File: config.mk
export PLATFORM = sky130hd
export DESIGN_NAME = rmq_front
export DESIGN_NICKNAME = d
export VERILOG_FILES = /design/src/sv/rmq_pkg.sv /design/src/sv/rmq_front.sv
export SDC_FILE = /design/constraint.sdc
export NUM_CORES = 1
export LEC_CHECK = 0
export BUFFER_PORTS_ARGS = -buffer_cell sky130_fd_sc_hd__buf_2
export CAP_MARGIN = 5
export CORE_MARGIN = 2
export CORE_UTILIZATION = 41
export DETAILED_ROUTE_END_ITERATION = 7
export PLACE_DENSITY = 0.57
export RECOVER_POWER = 25
export SLEW_MARGIN = 10
export SYNTH_ARGS = -nofsm -noshare
export SYNTH_HDL_FRONTEND = slang
export SYNTH_SLANG_ARGS = --single-unit
File: constraint.sdc
create_clock -name clock -period 8.5 [get_ports clock]
set_input_delay 0 -clock clock [delete_from_list [all_inputs] [get_ports clock]]
set_output_delay 0 -clock clock [all_outputs]
set_load 0.05 [all_outputs]
File: src/sv/rmq_pkg.sv
// Shared types, widths and helper functions for the rotation matrix to
// quaternion pipeline. Used by every module of the block; no dependencies.
package rmq_pkg;

   localparam int DATA_W    = 16;
   localparam int FRAC_BITS = 14;
   // diagonal sums with the constant one added
   localparam int SUM_W     = DATA_W + 3;
   // off-diagonal pair sums and differences
   localparam int DIFF_W    = DATA_W + 1;
   localparam int MAG_W     = DIFF_W;
   // square-root radicand, even width
   localparam int RAD_W     = 2 * ((SUM_W + FRAC_BITS) / 2);
   localparam int ROOT_W    = RAD_W / 2;
   // divide numerator and quotient; the root of a positive radicand is at
   // least 2^(FRAC_BITS/2), which bounds the quotient width
   localparam int NUM_W     = MAG_W + FRAC_BITS;
   localparam int RMIN_W    = FRAC_BITS / 2;
   localparam int QUO_W     = NUM_W - RMIN_W;
   localparam int REM_W     = ROOT_W + 1;

   localparam logic [QUO_W-1:0] MAX_POS = QUO_W'((64'd1 << (DATA_W - 1)) - 64'd1);

   typedef enum logic [1:0] {
      SEL_X = 2'd0,
      SEL_Y = 2'd1,
      SEL_Z = 2'd2,
      SEL_W = 2'd3
   } sel_type;

   typedef logic signed [DATA_W-1:0] elem_type;
   typedef logic signed [DIFF_W-1:0] diff_type;

   // front end to square root
   typedef struct packed {
      logic               invalid;
      sel_type            sel;
      diff_type           d0;
      diff_type           d1;
      diff_type           d2;
      logic [RAD_W-1:0]   rad;
   } front_type;

   // square root to divider
   typedef struct packed {
      logic               invalid;
      sel_type            sel;
      diff_type           d0;
      diff_type           d1;
      diff_type           d2;
      logic [ROOT_W-1:0]  root;
   } root_type;

   // divider to output stage
   typedef struct packed {
      logic               invalid;
      sel_type            sel;
      logic [ROOT_W-1:0]  root;
      logic               neg0;
      logic               neg1;
      logic               neg2;
      logic [QUO_W-1:0]   quo0;
      logic [QUO_W-1:0]   quo1;
      logic [QUO_W-1:0]   quo2;
   } div_type;

   typedef struct packed {
      logic               invalid;
      elem_type           q_x;
      elem_type           q_y;
      elem_type           q_z;
      elem_type           q_w;
   } result_type;

   // apply sign and saturate a magnitude to the output range
   function automatic elem_type sat_term(input logic neg, input logic [QUO_W-1:0] mag);
      logic [QUO_W-1:0] negmag;
      elem_type         res;
      negmag = ~mag + QUO_W'(1);
      if (!neg) begin
         res = (mag > MAX_POS) ? elem_type'(MAX_POS[DATA_W-1:0]) : mag[DATA_W-1:0];
      end else begin
         res = (mag > MAX_POS + QUO_W'(1)) ? {1'b1, {(DATA_W-1){1'b0}}}
                                           : negmag[DATA_W-1:0];
      end
      return res;
   endfunction

   // place the half root and the three scaled terms by branch
   function automatic result_type build_result(input div_type d);
      result_type       res;
      logic [ROOT_W:0]  half_w;
      elem_type         h;
      elem_type         c0;
      elem_type         c1;
      elem_type         c2;
      half_w = ({1'b0, d.root} + (ROOT_W+1)'(1)) >> 1;
      h  = sat_term(1'b0, QUO_W'(half_w));
      c0 = sat_term(d.neg0, d.quo0);
      c1 = sat_term(d.neg1, d.quo1);
      c2 = sat_term(d.neg2, d.quo2);
      res.invalid = d.invalid;
      case (d.sel)
         SEL_W: begin
            res.q_x = c0; res.q_y = c1; res.q_z = c2; res.q_w = h;
         end
         SEL_X: begin
            res.q_x = h; res.q_y = c0; res.q_z = c1; res.q_w = c2;
         end
         SEL_Y: begin
            res.q_x = c0; res.q_y = h; res.q_z = c1; res.q_w = c2;
         end
         default: begin
            res.q_x = c0; res.q_y = c1; res.q_z = h; res.q_w = c2;
         end
      endcase
      if (d.invalid) begin
         res.q_x = '0; res.q_y = '0; res.q_z = '0; res.q_w = '0;
      end
      return res;
   endfunction

endpackage

File: src/sv/rmq_front.sv
// First pipeline stage: branch choice, radicand and off-diagonal terms.
// Depends on rmq_pkg.
module rmq_front (
   input  logic             clock,
   input  logic             reset,
   input  logic             en,
   input  logic             in_valid,
   input  rmq_pkg::elem_type m_xx,
   input  rmq_pkg::elem_type m_xy,
   input  rmq_pkg::elem_type m_xz,
   input  rmq_pkg::elem_type m_yx,
   input  rmq_pkg::elem_type m_yy,
   input  rmq_pkg::elem_type m_yz,
   input  rmq_pkg::elem_type m_zx,
   input  rmq_pkg::elem_type m_zy,
   input  rmq_pkg::elem_type m_zz,
   output logic             out_valid,
   output rmq_pkg::front_type out_word
);
   import rmq_pkg::*;

   typedef logic signed [SUM_W-1:0] sum_type;

   localparam sum_type ONE = sum_type'(64'd1 << FRAC_BITS);

   sum_type   xx, yy, zz, trace, s;
   front_type word_in;
   front_type word_ff;
   logic      v_ff;

   assign xx    = sum_type'(m_xx);
   assign yy    = sum_type'(m_yy);
   assign zz    = sum_type'(m_zz);
   assign trace = xx + yy + zz;

   // pick the branch and form its sums
   always_comb begin
      if (trace > 0) begin
         word_in.sel = SEL_W;
         s          = ONE + trace;
         word_in.d0 = diff_type'(m_zy) - diff_type'(m_yz);
         word_in.d1 = diff_type'(m_xz) - diff_type'(m_zx);
         word_in.d2 = diff_type'(m_yx) - diff_type'(m_xy);
      end else if (m_xx > m_yy && m_xx > m_zz) begin
         word_in.sel = SEL_X;
         s          = ONE + xx - yy - zz;
         word_in.d0 = diff_type'(m_yx) + diff_type'(m_xy);
         word_in.d1 = diff_type'(m_xz) + diff_type'(m_zx);
         word_in.d2 = diff_type'(m_zy) - diff_type'(m_yz);
      end else if (m_yy > m_zz) begin
         word_in.sel = SEL_Y;
         s          = ONE + yy - xx - zz;
         word_in.d0 = diff_type'(m_yx) + diff_type'(m_xy);
         word_in.d1 = diff_type'(m_zy) + diff_type'(m_yz);
         word_in.d2 = diff_type'(m_xz) - diff_type'(m_zx);
      end else begin
         word_in.sel = SEL_Z;
         s          = ONE + zz - xx - yy;
         word_in.d0 = diff_type'(m_xz) + diff_type'(m_zx);
         word_in.d1 = diff_type'(m_zy) + diff_type'(m_yz);
         word_in.d2 = diff_type'(m_yx) - diff_type'(m_xy);
      end
      word_in.invalid = (s <= 0);
      word_in.rad     = RAD_W'(s[SUM_W-2:0]) << FRAC_BITS;
   end

   // hold while stalled
   always_ff @(posedge clock) begin
      if (reset) begin
         v_ff <= 1'b0;
      end else if (en) begin
         v_ff <= in_valid;
      end
      if (en) begin
         word_ff <= word_in;
      end
   end

   assign out_valid = v_ff;
   assign out_word  = word_ff;

endmodule

==> impl_metrics.json <==
{
  "antenna_found_initial": 1,
  "relSlewSlack_pct": -208.6,
  "fin_skew_ns": 0,
  "crit_required_ns": 8.71,
  "cts_sinks": 73,
  "cts_made_buffers": 9,
  "grt_setup_unrepaired": "false",
  "clkPwrFrac_pct": 12.8,
  "path_max_fanout": 63,
  "internal_power_mw": 1.553,
  "synthCells": 1793,
  "end_kind": "flip-flop",
  "tns_ns": 0,
  "initial_utilization_pct": 41.25,
  "fmax_mhz": 203.3,
  "wirelength_mm": 48.63,
  "cp_data_arrival_time_ns": 5.13,
  "num_vias": 13440,
  "post-cts-setup-buffers": 0,
  "synth-seq-cells": 73,
  "dieWidth_um": 195.2,
  "grt_use_total_pct": 25.35,
  "hp-class": "input port to flip-flop",
  "run_status": "finished, violations left",
  "drcViolationCount": 0,
  "finalHoldViolations": 0,
  "ys.flop_type": "edfxtp_1",
  "netlist_area_mm2": 0.01499,
  "chipHeight_um": 195.2,
  "powerDensity_mw_per_mm2": 197.3,
  "grtUsageMet1_pct": 35.22,
  "io_buffers": 220,
  "period_needed_ns": 4.918,
  "seqPwrFrac_pct": 18.6,
  "synth_commonest_cells": "294 x ha_1, 229 x inv_1, 145 x a21oi_1, 137 x nor2_1, 119 x nand2_1",
  "yosys.area.top_type": "ha_1",
  "crit_type": "input port to flip-flop",
  "worst_pin_slew_ns": 4.629,
  "grt_pass1_vias": 13270,
  "grt_pass1_wl_mm": 74.93,
  "violations": "capacitance limit, slew limit",
  "multi_input_area_mm2": 0.01171,
  "firstDrtPassIters": 5,
  "area_delta_synth_final_pct": 12.12,
  "synth_top_area_share_pct": 24.53,
  "drive_above_1_share_pct": 13.00,
  "drt_iter0_markers": 1006,
  "ys_types": 73,
  "drt-vias-per-instance": 5.478,
  "grt_max_degree": 74,
  "start_kind": "input port",
  "comb_power_share_pct": 68.6,
  "sw_frac_of_total_pct": 53.17,
  "synth.area.top_cells": "ha_1 25%, edfxtp_1 14%, fa_1 10%, inv_1 5.7%, xnor2_1 5.1%",
  "rows": 70,
  "pre_cts_ws_ns": 3.254,
  "synth_most_common_cell": "ha_1",
  "cts_hold_buf": 2,
  "ios": 235,
  "leakagePower_nw": 7.961,
  "hpwl_mm": 40.38,
  "overflow": 0,
  "synth-edff-count": 72,
  "cap_violations": 1,
  "cts.clk_slew.worst_paths_ns": 0.06,
  "period_share_pct": 57.86,
  "place_inst": 2436,
  "drtAntennaViolNets": 0,
  "cts_root_buf": "clkbuf_16",
  "core-area_mm2": 0.03635,
  "nNetsFinal": 2501,
  "cts-resized-gates": 0,
  "wire_per_inst_um": 19.82,
  "grt.busiest_layer": "met2",
  "yosysWarnings": 0,
  "maxSlewViolCount": 74,
  "clock_latency_ns": 0.36,
  "synthesis.area_per_instance_um2": 8.362,
  "h-tree-depth": 3,
  "gp_congestion": 0.9402,
  "tritoncts": "yes",
  "met2_usage_pct": 42.70,
  "ys_seq_area_share_pct": 14.55,
  "seq_area_mm2": 0.002182,
  "async_flop_share_pct": 0,
  "cts_buffer_depth": 2,
  "setup_violations": 0,
  "met3_usage_pct": 1.917,
  "fin_ws_ns": 3.582,
  "p_sw_mw": 1.763,
  "antennaDiodeCount": 0,
  "die_area_mm2": 0.03811,
  "fin_cells": 2453,
  "ir_drop_uv": 113.1,
  "fillCellCount": 3682
}
==> kinds of logic after synthesis <==
group	count (synthesis)	share of synthesized area, %
buffers and inverters	295	7.844
other	1	0.02501
AO/OA/AOI/OAI	466	19.81
AND/OR/NAND/NOR	439	13.94
flip-flops	73	14.55
adder cells (fa/ha/maj)	372	34.95
XOR/XNOR	123	7.185
multiplexers	24	1.694
==> area by class of cell <==
class,count,share of cell area [%]
inverter,229,5.113
tap,468,3.483
clock buffer,9,1.340
sequential,73,12.98
clock inverter,6,0.4987
timing repair buffer,230,6.907
multi-input combinational,1438,69.68
==> layer usage <==
metal	share of wire, %	vias up
li1	-	6536
met1	47	6459
met2	47	392
met3	4.3	49
met4	2.0	2
met5	0.027	-
==> power by group through the flow <==
stage / Combinational, mW / Sequential (mW) / Clock, mW
floorplan: 1.27 / 0.953 / 0
global placement: 2.24 / 0.623 / 0
detailed placement: 2.25 / 0.620 / 0
CTS: 2.26 / 0.615 / 0.435
global route: 2.47 / 0.623 / 0.443
finish: 2.28 / 0.616 / 0.425
==> through the flow <==
step | hold slack [ns] | total power, mW | area, um2 | util, %
floorplan | 0.07238 | 2.227 | 15040 | -
global placement | 0.1601 | 2.864 | 16500 | 45.40
detailed placement | 0.1588 | 2.867 | 16500 | 45.40
CTS | 0.1563 | 3.312 | 16830 | 46.31
global route | 0.2228 | 3.539 | 16810 | 46.25
finish | 0.1669 | 3.316 | 16810 | 46.25
==> path summary, 6_finish.rpt <==
| path | to | slack [ns] | depth (start not counted) | from |
|---|---|---|---|---|
| setup reg to reg | out_valid$_SDFFE_PP0P_ | 7.27 | 3 | out_valid$_SDFFE_PP0P_ |
| hold / removal | out_word[33]$_DFFE_PP_ | 0.17 | 3 | m_xy[1] |
| setup / recovery | out_word[51]$_DFFE_PP_ | 3.58 | 21 | m_xx[0] |
| hold reg to reg | out_valid$_SDFFE_PP0P_ | 1.06 | 3 | out_valid$_SDFFE_PP0P_ |
==> critical path: stages <==
cell and delay, ns:
clkbuf_1 0.18, inv_1 0.19, fa_1 0.45, inv_1 0.08, ha_1 0.20, fa_1 0.24
nand3_1 0.11, a211oi_1 0.34, o211a_1 0.29, o21ai_1 0.13, a21o_1 0.19, nand2_1 0.05
a211oi_1 0.06, nor3_1 0.36, inv_1 0.09, ha_1 0.26, a41oi_4 0.49, buf_4 0.65
nor2_1 0.25, a221o_1 0.35, a21oi_1 0.14
==> state kept, by name (all words and copies together) (netlist names) <==
register   count
out_word      72
out_valid      1
==> cells in the final DEF (no fill, tap or decap), types with 7 or more instances in the layout <==
cell,netlist,layout
and2_1,9,9
a21o_1,13,13
mux2i_1,13,13
and3_1,13,13
fa_1,78,78
nand2_1,119,118
clkbuf_16,0,9
o211ai_1,17,17
nor2b_1,26,26
a211oi_1,27,27
xnor2_1,87,87
o31ai_1,11,11
nor3_1,30,30
o21bai_1,19,19
xor2_1,36,36
clkbuf_1,30,16
buf_4,14,8
o21a_1,11,11
edfxtp_1,72,72
o22ai_1,27,27
a31oi_1,16,16
nand2b_1,18,18
inv_1,229,229
a311oi_1,8,8
nor4b_1,8,7
nor2_1,137,137
or3_1,13,13
o21ai_0,89,89
nand3_1,31,31
conb_1,1,14
a21oi_1,145,145
a221oi_1,8,8
ha_1,294,294
buf_2,13,204
o21ai_1,13,13
mux2_2,11,11
(Power assumes the default switching activity.)
