[config.mk]
export PLATFORM = sky130hd
export DESIGN_NAME = rmq_sqrt
export DESIGN_NICKNAME = d
export VERILOG_FILES = /design/src/sv/rmq_pkg.sv /design/src/sv/rmq_sqrt.sv
export SDC_FILE = /design/constraint.sdc
export NUM_CORES = 1
export LEC_CHECK = 0
export BUFFER_PORTS_ARGS = -buffer_cell sky130_fd_sc_hd__buf_2
export CAP_MARGIN = 20
export CORE_MARGIN = 2
export CORE_UTILIZATION = 55
export DETAILED_ROUTE_END_ITERATION = 8
export PLACE_DENSITY = 0.86
export SYNTH_ARGS = -nofsm -noshare
export SYNTH_HDL_FRONTEND = slang
export SYNTH_SLANG_ARGS = --single-unit
[constraint.sdc]
create_clock -name clock -period 2.85 [get_ports clock]
set_input_delay 0.1425 -clock clock [delete_from_list [all_inputs] [get_ports clock]]
set_output_delay 0.1425 -clock clock [all_outputs]
set_load 0.02 [all_outputs]
[src/sv/rmq_pkg.sv]
// Shared types, widths and helper functions for the rotation matrix to
// quaternion pipeline. Used by every module of the block; no dependencies.
package rmq_pkg;

   localparam int DATA_W    = 16;
   localparam int FRAC_BITS = 14;
   // diagonal sums with the constant one added
   localparam int SUM_W     = DATA_W + 3;
   // off-diagonal pair sums and differences
   localparam int DIFF_W    = DATA_W + 1;
   localparam int MAG_W     = DIFF_W;
   // square-root radicand, even width
   localparam int RAD_W     = 2 * ((SUM_W + FRAC_BITS) / 2);
   localparam int ROOT_W    = RAD_W / 2;
   // divide numerator and quotient; the root of a positive radicand is at
   // least 2^(FRAC_BITS/2), which bounds the quotient width
   localparam int NUM_W     = MAG_W + FRAC_BITS;
   localparam int RMIN_W    = FRAC_BITS / 2;
   localparam int QUO_W     = NUM_W - RMIN_W;
   localparam int REM_W     = ROOT_W + 1;

   localparam logic [QUO_W-1:0] MAX_POS = QUO_W'((64'd1 << (DATA_W - 1)) - 64'd1);

   typedef enum logic [1:0] {
      SEL_X = 2'd0,
      SEL_Y = 2'd1,
      SEL_Z = 2'd2,
      SEL_W = 2'd3
   } sel_type;

   typedef logic signed [DATA_W-1:0] elem_type;
   typedef logic signed [DIFF_W-1:0] diff_type;

   // front end to square root
   typedef struct packed {
      logic               invalid;
      sel_type            sel;
      diff_type           d0;
      diff_type           d1;
      diff_type           d2;
      logic [RAD_W-1:0]   rad;
   } front_type;

   // square root to divider
   typedef struct packed {
      logic               invalid;
      sel_type            sel;
      diff_type           d0;
      diff_type           d1;
      diff_type           d2;
      logic [ROOT_W-1:0]  root;
   } root_type;

   // divider to output stage
   typedef struct packed {
      logic               invalid;
      sel_type            sel;
      logic [ROOT_W-1:0]  root;
      logic               neg0;
      logic               neg1;
      logic               neg2;
      logic [QUO_W-1:0]   quo0;
      logic [QUO_W-1:0]   quo1;
      logic [QUO_W-1:0]   quo2;
   } div_type;

   typedef struct packed {
      logic               invalid;
      elem_type           q_x;
      elem_type           q_y;
      elem_type           q_z;
      elem_type           q_w;
   } result_type;

   // apply sign and saturate a magnitude to the output range
   function automatic elem_type sat_term(input logic neg, input logic [QUO_W-1:0] mag);
      logic [QUO_W-1:0] negmag;
      elem_type         res;
      negmag = ~mag + QUO_W'(1);
      if (!neg) begin
         res = (mag > MAX_POS) ? elem_type'(MAX_POS[DATA_W-1:0]) : mag[DATA_W-1:0];
      end else begin
         res = (mag > MAX_POS + QUO_W'(1)) ? {1'b1, {(DATA_W-1){1'b0}}}
                                           : negmag[DATA_W-1:0];
      end
      return res;
   endfunction

   // place the half root and the three scaled terms by branch
   function automatic result_type build_result(input div_type d);
      result_type       res;
      logic [ROOT_W:0]  half_w;
      elem_type         h;
      elem_type         c0;
      elem_type         c1;
      elem_type         c2;
      half_w = ({1'b0, d.root} + (ROOT_W+1)'(1)) >> 1;
      h  = sat_term(1'b0, QUO_W'(half_w));
      c0 = sat_term(d.neg0, d.quo0);
      c1 = sat_term(d.neg1, d.quo1);
      c2 = sat_term(d.neg2, d.quo2);
      res.invalid = d.invalid;
      case (d.sel)
         SEL_W: begin
            res.q_x = c0; res.q_y = c1; res.q_z = c2; res.q_w = h;
         end
         SEL_X: begin
            res.q_x = h; res.q_y = c0; res.q_z = c1; res.q_w = c2;
         end
         SEL_Y: begin
            res.q_x = c0; res.q_y = h; res.q_z = c1; res.q_w = c2;
         end
         default: begin
            res.q_x = c0; res.q_y = c1; res.q_z = h; res.q_w = c2;
         end
      endcase
      if (d.invalid) begin
         res.q_x = '0; res.q_y = '0; res.q_z = '0; res.q_w = '0;
      end
      return res;
   endfunction

endpackage

[src/sv/rmq_sqrt.sv]
// Integer square root, one result bit per pipeline stage.
// Depends on rmq_pkg.
module rmq_sqrt (
   input  logic               clock,
   input  logic               reset,
   input  logic               en,
   input  logic               in_valid,
   input  rmq_pkg::front_type in_word,
   output logic               out_valid,
   output rmq_pkg::root_type  out_word
);
   import rmq_pkg::*;

   logic              v_src   [ROOT_W];
   logic [RAD_W-1:0]  rem_src [ROOT_W];
   logic [RAD_W-1:0]  res_src [ROOT_W];
   front_type         pay_src [ROOT_W];
   logic              v_ff    [ROOT_W];
   logic [RAD_W-1:0]  rem_ff  [ROOT_W];
   logic [RAD_W-1:0]  res_ff  [ROOT_W];
   front_type         pay_ff  [ROOT_W];

   for (genvar k = 0; k < ROOT_W; k++) begin : g_stage
      localparam logic [RAD_W-1:0] BITV = RAD_W'(64'd1 << (RAD_W - 2 - 2 * k));

      logic [RAD_W-1:0] trial;
      logic [RAD_W-1:0] rem_in;
      logic [RAD_W-1:0] res_in;

      if (k == 0) begin : g_first
         assign v_src[k]   = in_valid;
         assign rem_src[k] = in_word.rad;
         assign res_src[k] = '0;
         assign pay_src[k] = in_word;
      end else begin : g_next
         assign v_src[k]   = v_ff[k-1];
         assign rem_src[k] = rem_ff[k-1];
         assign res_src[k] = res_ff[k-1];
         assign pay_src[k] = pay_ff[k-1];
      end

      // try one root bit
      always_comb begin
         trial = res_src[k] + BITV;
         if (rem_src[k] >= trial) begin
            rem_in = rem_src[k] - trial;
            res_in = (res_src[k] >> 1) + BITV;
         end else begin
            rem_in = rem_src[k];
            res_in = res_src[k] >> 1;
         end
      end

      // advance when enabled
      always_ff @(posedge clock) begin
         if (reset) begin
            v_ff[k] <= 1'b0;
         end else if (en) begin
            v_ff[k] <= v_src[k];
         end
         if (en) begin
            rem_ff[k] <= rem_in;
            res_ff[k] <= res_in;
            pay_ff[k] <= pay_src[k];
         end
      end
   end

   assign out_valid        = v_ff[ROOT_W-1];
   assign out_word.invalid = pay_ff[ROOT_W-1].invalid;
   assign out_word.sel     = pay_ff[ROOT_W-1].sel;
   assign out_word.d0      = pay_ff[ROOT_W-1].d0;
   assign out_word.d1      = pay_ff[ROOT_W-1].d1;
   assign out_word.d2      = pay_ff[ROOT_W-1].d2;
   assign out_word.root    = res_ff[ROOT_W-1][ROOT_W-1:0];

endmodule

==> impl_metrics.sql <==
INSERT INTO impl_metrics (metric_group, metric, value, unit) VALUES
('min_path', 'holdCritStartpoint', 'in_word[15]', ''),
('final_layout', 'utilization', '66.0', '%'),
('timing', 'finalCritPeriodShare', '106', '%'),
('floorplan', 'top_level_ports', '161', ''),
('synth', 'synth-seq-cells', '1496', ''),
('clock_network', 'clkSinkCount', '1496', ''),
('synth', 'synthDistinctLibCells', '69', ''),
('final_layout', 'antenna-diode-count', '0', ''),
('pwr', 'ir_worst_vdd', '0.643', 'mV'),
('synth', 'postSynthNetCount', '3398', ''),
('critical_path', 'critical_path_max_stage_delay', '0.48', 'ns'),
('timing', 'setup_slack', '-0.170', 'ns'),
('timing', 'timing.max_slew.rel_slack', '42.2', '%'),
('place', 'dpl_cell_area', '59400', 'sq um'),
('clock_network', 'insertion_delay', '0.76', 'ns'),
('drt', 'ant_nets', '0', ''),
('drt', 'dr_vias', '27400', ''),
('floorplan', 'core', '100000', 'sq um'),
('timing', 'setup-violations-final', '35', ''),
('final_layout', 'layout.filler_cells', '6475', ''),
('final_layout', 'layout-area-overhead-vs-synth', '18.9', '%'),
('floorplan', 'fp.dieW', '322', 'microns'),
('synth', 'post_synth_inst_count', '3158', ''),
('drt', 'wl_per_cell', '17.7', 'microns'),
('synth', 'synth_area_per_cell', '17.6', 'sq um'),
('final_layout', 'nets', '3967', ''),
('global_route', 'grt-ovfl-total', '0', ''),
('final_layout', 'drive_above_1_share', '18.3', '%'),
('global_route', 'antenna_violations_before_repair', '0', ''),
('critical_path', 'critPathKind', 'reg2reg', ''),
('min_path', 'min_delay_path_depth', '2', ''),
('floorplan', 'floorplan.initialDensity', '55.5', '%'),
('pwr', 'switchingPower', '11.9', 'mW'),
('min_path', 'timing.hold.worst.class', 'in2reg', ''),
('critical_path', 'endpoint_kind', 'register', ''),
('timing', 'tightestPinTransition', '0.867', 'ns'),
('final_layout', 'final_cell_area', '66100', 'sq um'),
('place', 'detailedPlacementHpwl', '54.9', 'mm'),
('timing', 'timing.fmax', '331', 'MHz'),
('synth', 'async_reset_ff_share', '0', '%'),
('outcome', 'violations', 'setup timing', ''),
('pwr', 'power.switching_fraction', '22.8', '%'),
('drt', 'viasPerCell', '5.34', ''),
('job', 'maxCapViolCount', '0', ''),
('critical_path', 'worst-path-max-fanout', '8', ''),
('place', 'placement.io_buffers', '160', ''),
('synth', 'synth.yosys.warnings', '0', ''),
('floorplan', 'die-height', '322', 'microns'),
('critical_path', 'timing.critical_path.arrival', '3.62', 'ns'),
('timing', 'rsz0062_at_grt', 'true', ''),
('critical_path', 'reg2reg_slack', '-0.17', 'ns'),
('global_route', 'global_route.usage.total', '17.6', '%'),
('critical_path', 'crit_path_top_delay_cell', 'or4_1', ''),
('outcome', 'run_status', 'finished with violations', ''),
('floorplan', 'die_area', '104000', 'sq um'),
('clock_network', 'ctsRootBufferMaster', 'clkbuf_16', ''),
('critical_path', 'path_cells', 'ha_4, or4b_4, or4_4, a2111o_1, and2_4, or4_1, nand4_1', ''),
('pwr', 'share_comb_of_total_power', '10.1', '%'),
('clock_network', 'clk_pin_slew_worst_paths', '0.07', 'ns'),
('drt', 'post-route-drc-count', '0', ''),
('timing', 'period_needed', '3.02', 'ns'),
('critical_path', 'critical_path_buffer_and_inverter_count', '0', ''),
('pwr', 'share_clk_of_total_power', '37.1', '%'),
('pwr', 'cell_internal_pwr', '40.1', 'mW'),
('critical_path', 'crit_cells', '7', ''),
('synth', 'synthFlopType', 'edfxtp_1', ''),
('pwr', 'share_seq_of_total_power', '52.8', '%'),
('drt', 'drt_pre_antenna_iters', '8', ''),
('clock_network', 'tritoncts', 'yes', ''),
('timing', 'finalSetupTns', '-1.84', 'ns'),
('critical_path', 'timing.critical_path.from', 'rem_ff[1][75]$_DFFE_PP_', '');
## worst paths after layout
path / end
max: rem_ff[1][116]$_DFFE_PP_
min: rem_ff[0][15]$_DFFE_PP_
max reg2reg: rem_ff[1][116]$_DFFE_PP_
min reg2reg: pay_ff[8][65]$_DFFE_PP_
## routing by layer
metal  wire length, microns  GRT usage (%)  share of wire [%]
met1                  34400           19.3                 38
met2                  49900           32.9                 55
met3                   3140           3.17                3.5
met4                   3360           8.01                3.7
met5                      0              0                  0
## per-stage QoR
| step | power, mW | setup WS (ns) | instances | hold WS [ns] |
|---|---|---|---|---|
| floorplan | 30.5 | -0.0390 | 3158 | 0.241 |
| global placement | 32.3 | -0.178 | 4758 | 0.319 |
| detailed placement | 32.6 | -0.292 | 4758 | 0.321 |
| CTS | 52.1 | -0.132 | 5116 | 0.0375 |
| global route | 54.0 | -0.261 | 5139 | 0.0683 |
| finish | 51.9 | -0.170 | 5139 | 0.106 |
## synth_stat cells (6+ instances only)
| master | instances | share of area (%) |
|---|---|---|
| or2_2 | 15 | 0.17 |
| nand3b_1 | 6 | 0.081 |
| or4_1 | 12 | 0.16 |
| and2_1 | 27 | 0.30 |
| nand4b_1 | 11 | 0.17 |
| and3_1 | 9 | 0.10 |
| o211ai_1 | 12 | 0.16 |
| nand2_1 | 161 | 1.1 |
| xnor2_1 | 105 | 1.7 |
| clkbuf_1 | 23 | 0.16 |
| o31ai_1 | 17 | 0.23 |
| nand4_1 | 36 | 0.41 |
| mux2i_1 | 7 | 0.13 |
| nand3_1 | 32 | 0.29 |
| mux2_2 | 9 | 0.18 |
| nand2b_1 | 27 | 0.30 |
| nor4b_1 | 17 | 0.27 |
| a41oi_1 | 6 | 0.095 |
| or3_1 | 25 | 0.28 |
| nor4_1 | 68 | 0.77 |
| nor3b_1 | 9 | 0.12 |
| nor2b_1 | 20 | 0.23 |
| nor2_1 | 118 | 0.80 |
| ha_1 | 150 | 3.4 |
| o21bai_1 | 9 | 0.12 |
| o21ai_0 | 127 | 1.1 |
| o21a_1 | 29 | 0.39 |
| a211oi_1 | 10 | 0.14 |
| a21oi_1 | 115 | 1.0 |
| xor2_1 | 87 | 1.4 |
| a21o_1 | 23 | 0.31 |
| a31oi_1 | 8 | 0.090 |
| a21boi_0 | 7 | 0.095 |
| edfxtp_1 | 1496 | 81 |
| inv_1 | 185 | 1.2 |
| nor3_1 | 72 | 0.65 |
## state kept, by name, indices dropped and copies added (netlist names)
register,cells
pay_ff,920
rem_ff,424
res_ff,136
v_ff,16
## placed cells by master (no fill, tap or decap), types with 59 or more instances in the layout
cell / count
clkbuf_16: 152
nand2_1: 155
inv_1: 184
nor2_1: 106
a21oi_1: 108
xnor2_1: 103
ha_1: 144
nor3_1: 70
edfxtp_1: 1496
buf_2: 160
xor2_1: 87
buf_4: 169
o21ai_0: 111
dlygate4sd3_1: 91
nor4_1: 59
## area by class of cell
| type | instances | area (sq um) | share of cell area, % |
|---|---|---|---|
| Timing Repair Buffer | 450 | 3520 | 5.33 |
| Clock inverter | 84 | 1020 | 1.55 |
| Sequential cell | 1496 | 44900 | 67.9 |
| Inverter | 186 | 707 | 1.07 |
| Multi-Input combinational cell | 1446 | 10500 | 15.8 |
| Tap cell | 1298 | 1620 | 2.46 |
| Clock buffer | 179 | 3840 | 5.81 |
## worst reg2reg max path, cell delays in order (launching register included)
cell and delay [ns]:
edfxtp_1 0.43, ha_4 0.30, or4b_4 0.44, or4_4 0.46, a2111o_1 0.44, and2_4 0.25
or4_1 0.48, nand4_1 0.08
## cell families after synthesis
kind of cell               synth area share, %
adders and majority gates                 3.38
muxes                                    0.308
xor gates and xnor gates                  3.02
DFF                                       80.8
AOI/OAI and AO/OA                         4.43
and+or+nand+nor                           6.52
buffers and inverters                     1.54
## power by group through the flow
stage	sequential [mW]	combinational [mW]	clock [mW]
floorplan	27.6	2.90	0
global placement	27.7	4.61	0
finish	27.4	5.23	19.3
CTS	27.4	4.96	19.8
detailed placement	27.8	4.75	0
global route	27.6	5.76	20.6
## repair_timing
| action | 4_1_cts | 5_1_grt |
|---|---|---|
| endpoints found under the setup margin | 57 | 122 |
| hold buffers | 91 | 0 |
| buffers inserted | 2 | 17 |
| resized for setup | 27 | 116 |
| cloned | 2 | 6 |
| pin swaps | 3 | 39 |
| endpoints found under the hold margin | 144 | 0 |
Note: power is estimated with default switching activity, not from simulation.
